===== config.mk =====
export PLATFORM = sky130hd
export DESIGN_NAME = rpsf_phase
export DESIGN_NICKNAME = d
export VERILOG_FILES = /design/src/design/rate_paced_sample_framer_unit_defines.svh /design/src/design/rpsf_pkg.sv /design/src/design/rpsf_phase.sv
export SDC_FILE = /design/constraint.sdc
export NUM_CORES = 1
export LEC_CHECK = 0
export BUFFER_PORTS_ARGS = -buffer_cell sky130_fd_sc_hd__buf_2
export CAP_MARGIN = 40
export CELL_PAD_IN_SITES_DETAIL_PLACEMENT = 0
export CELL_PAD_IN_SITES_GLOBAL_PLACEMENT = 1
export CORE_MARGIN = 1.5
export CORE_UTILIZATION = 45
export CTS_CLUSTER_SIZE = 24
export DETAILED_ROUTE_END_ITERATION = 8
export PLACE_DENSITY_LB_ADDON = 0.1
export SYNTH_ARGS = -nofsm -noshare
export SYNTH_HDL_FRONTEND = slang
export SYNTH_SLANG_ARGS = --single-unit

===== constraint.sdc =====
create_clock -name clk -period 2.6 [get_ports clk]
set_input_delay 0.26 -clock clk [delete_from_list [all_inputs] [get_ports clk]]
set_output_delay 0.26 -clock clk [all_outputs]
set_load 0.05 [all_outputs]

===== src/design/rate_paced_sample_framer_unit_defines.svh =====
// Assertion macros for the rate paced sample framer.
// Used by rate_paced_sample_framer_unit for its concurrent checks; expects clk and rst_n in scope.
`ifndef RATE_PACED_SAMPLE_FRAMER_UNIT_DEFINES_SVH
`define RATE_PACED_SAMPLE_FRAMER_UNIT_DEFINES_SVH

`ifndef SYNTH
// Same-cycle implication check
`define RPSF_ASSERT_IMP(name, ante, cons) \
    name: assert property (@(posedge clk) disable iff (!rst_n) (ante) |-> (cons)) \
        else $error("rpsf check failed");
// Next-cycle implication check
`define RPSF_ASSERT_NXT(name, ante, cons) \
    name: assert property (@(posedge clk) disable iff (!rst_n) (ante) |=> (cons)) \
        else $error("rpsf check failed");
`else
`define RPSF_ASSERT_IMP(name, ante, cons)
`define RPSF_ASSERT_NXT(name, ante, cons)
`endif

`endif


===== src/design/rpsf_pkg.sv =====
`timescale 1ns / 1ps
// Shared types and constants of the rate paced sample framer.
// No dependencies; the store, phase and framer modules refer to it by scoped names.
package rpsf_pkg;

    localparam int ACC_W  = 20;
    localparam int RATE_W = 10;

    localparam logic [ACC_W-1:0] PHASE_STEP     = 20'd1000;
    localparam logic [ACC_W:0]   PHASE_STEP_NEG = {(ACC_W + 1){1'b0}} - {1'b0, PHASE_STEP};
    localparam logic [31:0]      MAX_GAP        = 32'd1000;
    localparam logic [15:0]      DEFAULT_RATE   = 16'd200;
    localparam logic [2:0]       MAX_PER_FRAME  = 3'd4;

    localparam logic [15:0] TARGET_RATE_RST = 16'd200;
    localparam logic [9:0]  SAMPLE_RATE_RST = 10'd100;
    localparam logic [2:0]  SPF_RST         = 3'd2;

    // Item kinds on the sensor channel
    localparam logic ACT_PUSH = 1'b0;
    localparam logic ACT_TICK = 1'b1;

    typedef enum logic [1:0] {
        REG_TARGET_RATE       = 2'd0,
        REG_SAMPLE_RATE       = 2'd1,
        REG_SAMPLES_PER_FRAME = 2'd2
    } reg_index_t;

    typedef struct packed {
        logic [1:0]  index;
        logic [15:0] value;
    } cfg_item_t;

    typedef struct packed {
        logic               action;
        logic [47:0]        in_accel;
        logic [47:0]        in_gyro;
        logic [63:0]        in_quat;
        logic signed [31:0] elapsed_ms;
        logic [31:0]        host_time_ms;
    } sensor_item_t;

    typedef struct packed {
        logic [15:0] frame_seq;
        logic [31:0] frame_time_ms;
        logic [9:0]  frame_rate;
        logic [2:0]  frame_len;
        logic [1:0]  sample_index;
        logic [47:0] out_accel;
        logic [47:0] out_gyro;
        logic [63:0] out_quat;
        logic        last_of_frame;
        logic        last_of_run;
    } frame_item_t;

    typedef struct packed {
        logic [47:0] accel;
        logic [47:0] gyro;
        logic [63:0] quat;
    } sample_t;

    // Operations of the shared phase unit
    typedef enum logic [2:0] {
        PH_NONE,
        PH_CLEAR,
        PH_MUL,
        PH_ADD,
        PH_STEP
    } phase_op_t;

    typedef struct packed {
        phase_op_t         op;
        logic [RATE_W-1:0] rate;
        logic [9:0]        gap;
    } phase_cmd_t;

    typedef struct packed {
        logic above_step;
    } phase_stat_t;

endpackage


===== src/design/rpsf_phase.sv =====
`timescale 1ns / 1ps
// Phase accumulator unit: one multiplier stage and one shared adder that either
// adds rate * gap with saturation or steps down by 1000; it can also clear. Uses rpsf_pkg.
module rpsf_phase (
    input  logic                  clk,
    input  logic                  rst_n,
    input  rpsf_pkg::phase_cmd_t  cmd,
    output rpsf_pkg::phase_stat_t stat
);

    logic [rpsf_pkg::ACC_W-1:0] acc_reg, acc_next;
    logic [rpsf_pkg::ACC_W-1:0] prod_reg, prod_next;
    logic [rpsf_pkg::ACC_W-1:0] mul_full;
    logic [rpsf_pkg::ACC_W:0]   addend;
    logic [rpsf_pkg::ACC_W:0]   sum;

    // Multiply rate by gap (both 10 bit, product fits 20 bits)
    assign mul_full  = {10'b0, cmd.rate} * {10'b0, cmd.gap};
    assign prod_next = (cmd.op == rpsf_pkg::PH_MUL) ? mul_full : prod_reg;

    // Shared adder: add product, or subtract one phase step
    assign addend = (cmd.op == rpsf_pkg::PH_STEP) ? rpsf_pkg::PHASE_STEP_NEG
                                                 : {1'b0, prod_reg};
    assign sum    = {1'b0, acc_reg} + addend;

    always_comb
    begin
        acc_next = acc_reg;
        case (cmd.op)
            rpsf_pkg::PH_CLEAR: acc_next = '0;
            rpsf_pkg::PH_ADD:   acc_next = sum[rpsf_pkg::ACC_W] ? '1
                                                                : sum[rpsf_pkg::ACC_W-1:0];
            rpsf_pkg::PH_STEP:  acc_next = sum[rpsf_pkg::ACC_W-1:0];
            default:            acc_next = acc_reg;
        endcase
    end

    // Hold accumulator and product
    always_ff @(posedge clk or negedge rst_n)
    begin
        if (!rst_n)
        begin
            acc_reg  <= '0;
            prod_reg <= '0;
        end
        else
        begin
            acc_reg  <= acc_next;
            prod_reg <= prod_next;
        end
    end

    assign stat.above_step = (acc_reg >= rpsf_pkg::PHASE_STEP);

endmodule


Yosys cells after proc, flatten, opt, wreduce, memory -nomap -nowiden. Cells that the tools add are included.

Add/sub/neg operators: 1. Multiply operators: 1. Div/mod/pow operators: 0. $lt $le $gt $ge: 1. Eq/ne operators: 4. Shifts and indexed selects: 0. Muxes and demuxes: 3. Bitwise gates (word level): 0. Reductions and logical operators: 1.

Operator list (number): $pmux W20 S3 (1); $add A20 B21 Y21 (1); $mux W21 (1); $ge A20 B10 Y1 const B (1); $mul A10 B10 Y20 (1); $mux W20 (1); $eq A3 B2 Y1 const B (2); $eq A3 B1 Y1 const B (1); $eq A3 B3 Y1 const B (1); $reduce_bool A3 Y1 (1).

Flip-flop bits (word level): 40. Bits in latches: 0. Bits in writable memories: 0. Memory bits (read-only): 0. Bits of input ports: 25. Output and inout port bits: 1. Word-level logic and storage cells: 13. Memories: 0.

Logic depth before layout (Yosys ltp).
Depth after elaboration: 5. Mapped depth: 20. Depth with buffers taken out: 19.

Worst setup path after synthesis. No wires, ideal clock.

Kind: in2reg. From: input port cmd[3] in the netlist's numbering. To: register prod_reg[19] in the netlist's numbering. Setup time: 0.133 ns. Arrival: 5.094 ns. Required time: 2.467 ns. Slack: -2.627 ns. Stages: 20. Buffers on the path: 1. Path through: clkbuf_1 -> nand2_1 -> fa_1 -> inv_1 -> fa_1 -> inv_1 -> fa_1 -> inv_1 -> fa_1 -> inv_1 -> fa_1 -> inv_1 -> ha_1 -> a21o_1 -> a21oi_1 -> or3b_2 -> a31oi_1 -> o221ai_1 -> xnor2_1 -> o21ai_0.

Cells in the longest elaborated chain, start to end: 1.

RTL lines: start, declared (line rpsf_phase.sv:7) `input rpsf_pkg::phase_cmd_t cmd,`; $mul A10 B10 Y20 (line rpsf_phase.sv:18) `assign mul_full = {10'b0, cmd.rate} * {10'b0, cmd.gap};`; end signal, assigned (line rpsf_phase.sv:49) `prod_reg <= prod_next;`; end, declared (line rpsf_phase.sv:12) `logic [rpsf_pkg::ACC_W-1:0] prod_reg, prod_next;`.

No other way between the ends. A chain may end at the register's enable or synchronous reset.

Worst setup path in the final report.
From: input port cmd[5] in the netlist's numbering. To: register prod_reg[19] in the netlist's numbering.

Same word-level chain as after synthesis.

==> flow_summary.toml <==
[global_route]
overflow = 0
grt_antenna_before_repair = 0
globalRouteTotalUtil = 0.231
grt_pass1_wl_um = 26700
grt_max_degree = 25
grt_pass1_vias = 5790

[sta]
finalCritPeriodShare = 1.69
max_freq_mhz = 227
setup_viol = 36
hold_violations = 0
hold_slack_ns = 0.364
maxSlewHeadroom = 0.562
period_needed_ns = 4.40
max_slew.worst_pin.slew_ns = 0.657
finalMaxSlewViolations = 0
worst_slack_ns = -1.80
worst_clock_skew_ns = 0.0103
rsz0062_at_grt = "yes"

[worst_setup_path]
end_kind = "flop"
crit_chain = "buf_8 > and2_4 > fa_2 > fa_1 > inv_1 > fa_1 > inv_1 > fa_1 > inv_1 > fa_1 > inv_2 > ha_4 > a21o_1 > a21oi_2 > or3b_4 > a31oi_4 > o221ai_2 > xnor2_1 > o21ai_1"
reg2reg_from = "prod_reg[0]$_DFFE_PN0N_"
critical_path.most_common_cell = "fa_1"
required_ns = 2.74
path_buf_inv = 5
cpPeakStageDelay_ns = 0.53
crit_family = "adder cells"
slowest_stage = "fa_1"
arrival_ns = 4.54
startpoint = "cmd[5]"
crit_fanout = 6
critPathLaunchType = "primary input"
worst-setup-path-type = "primary input to flop"

[floorplanning]
io_pins = 26
die_area_um2 = 14100
die_width_um = 119
die_y_um = 119
row_count = 42
start_util = 0.458
coreArea_um2 = 13100

[clock_tree]
clk_pin_slew_ns = 0.07
cts_root_buf = "clkbuf_16"
htreeDepth = 2
cts_made_buffers = 5
clockBufferDepth = 2
cts_tree = "built"
clk_latency_ns = 0.29
clock-sinks = 40

[status]
status = "complete, but fails checks"
violations = "setup timing"

[yosys]
ys_seq_area_frac = 0.166
synth_edf_count = 0
synth_ff_type = "dfrtp_1"
netlist-cell-type-count = 55
synth_warnings = 0
synth.net_count = 847
syn_avg_cell_area_um2 = 8.81
synth-seq-cells = 40
synth_top_area_frac = 0.209
ys_async_sr_fraction = 1.00
synthTopCellsByArea = "fa_1 21%, dfrtp_1 17%, ha_1 16%"
synthesis.instances = 684
netlist_area_um2 = 6020
synth_top_area_cell = "fa_1"

[place]
port_buffers = 25
dp_hpwl_um = 13000
preCtsSetupSlack_ns = -2.22
gp_congestion = 0.855

[drt]
remaining_drc_errors = 0
routedWlPerCell_um = 15.4
vias_per_cell = 5.24
routed_wirelength_um = 16000
ant_nets = 0
vias = 5455
drtIter0Drc = 240
firstDrtPassIters = 4

[layout]
antenna_cells = 0
nets = 1028
post-route-util = 0.662
synthToLayoutAreaGrowth_pct = 44.3
drive_above_1_share = 0.382

[pwr]
irDropWorstVdd_v = 0.000524
p_leak_nw = 4.26
pwr_density_cell_nw_per_um2 = 1080

[job]
max_cap_violations = 0

[worst_hold_path]
holdCritStartpoint = "cmd[21]"
hold_path_class = "primary input to flop"
==> power breakdown <==
part / switching [mW] / internal (mW)
Combinational: 3.61 / 4.07
Sequential: 0.164 / 0.849
Clock: 0.261 / 0.456
Total: 4.04 / 5.37
==> worst reg2reg max path: cells and delay by family, from the launching register on <==
family	cells	cell delay, ns
compound gates	6	1.32
simple gates	2	0.24
fa+ha+maj	2	0.52
buf+inv	1	0.17
flops	1	0.41
==> final timing paths <==
check | end | slack (ns) | depth (start not counted)
setup / recovery | prod_reg[19]$_DFFE_PN0N_ | -1.80 | 19
hold / removal | acc_reg[1]$_DFFE_PN0P_ | 0.36 | 4
setup reg to reg | acc_reg[15]$_DFFE_PN0P_ | -0.17 | 11
hold reg to reg | prod_reg[2]$_DFFE_PN0N_ | 0.47 | 2
max in group asynchronous | prod_reg[14]$_DFFE_PN0N_ | 1.66 | 3
min in group asynchronous | acc_reg[3]$_DFFE_PN0P_ | 0.46 | 2
==> metrics by stage <==
step           std cells  setup TNS [ns]  total power [mW]  area [um^2]
6_report            1042          -24.94              9.41         8690
3_3_place_gp        1014          -35.34              7.41         7680
5_1_grt             1042          -28.33              10.2         8690
2_1_floorplan        684          -27.76              5.08         6410
4_1_cts             1034          -25.15              8.97         8360
3_5_place_dp        1015          -36.59              7.58         7710
==> kinds of logic (layout without fill, tap and decap cells) <==
| kind of cell | after synthesis | after routing | synth area share |
|---|---|---|---|
| buffers and inverters | 90 | 272 | 0.0563 |
| AOI/OAI and AO/OA | 149 | 149 | 0.166 |
| DFF | 40 | 40 | 0.166 |
| adders and majority gates | 138 | 138 | 0.365 |
| xor gates and xnor gates | 28 | 28 | 0.0407 |
| muxes | 1 | 1 | 0.00166 |
| and+or+nand+nor | 238 | 238 | 0.204 |
==> cells in the mapped netlist (10+ instances only) <==
cell type and number:
and2_1 69, a21o_1 13, dfrtp_1 40, nor2_1 27, or2_2 14, xnor2_1 19
o21ai_0 39, ha_1 75, a31oi_1 10, inv_1 67, nand2_1 75, a21oi_1 31
fa_1 63, clkbuf_1 22
==> what timing repair did <==
| action | CTS | global route |
|---|---|---|
| setup buffers | 10 | 9 |
| setup endpoints to repair | 36 | 36 |
| hold buffers | 1 | 0 |
| gates resized for setup | 101 | 54 |
| pin swaps | 70 | 57 |
| hold endpoints to repair | 16 | 0 |
==> cell type report <==
type	instances	area, um^2
Sequential cell	40	1000
Clock inverter	3	47.5
Timing Repair Buffer	197	1670
Multi-Input combinational cell	554	5360
Fill cell	1067	4440
Clock buffer	5	125
Tap cell	176	220
Inverter	67	269
==> per-layer routing <==
metal,up-vias,part of all wire,GRT usage
li1,2687,-,-
met4,0,0.014,0.0587
met3,20,0.019,0.0164
met1,2650,0.43,0.272
met5,-,0,0
met2,98,0.54,0.449
==> cell usage in the layout, fill, tap and decap left out, types with 6 or more instances in the layout <==
cell type / synthesis / final
fa_1: 63 / 57
inv_1: 67 / 56
fa_2: 0 / 6
buf_2: 1 / 8
buf_6: 0 / 29
xor2_1: 9 / 9
nand2_2: 1 / 13
nor2_1: 27 / 26
xnor2_1: 19 / 14
o21ai_1: 0 / 19
ha_4: 0 / 17
nand2_1: 75 / 59
a21oi_1: 31 / 18
a31oi_4: 1 / 8
ha_1: 75 / 57
a21o_1: 13 / 13
o21ai_0: 39 / 16
and2_1: 69 / 65
dfrtp_1: 40 / 40
a21oi_4: 0 / 6
buf_4: 0 / 150
o21bai_1: 9 / 8
or2_2: 14 / 14
nand4_1: 9 / 9
a21oi_2: 0 / 7
inv_2: 0 / 9
nor2b_1: 9 / 6
Note: power is estimated with default switching activity, not from simulation.
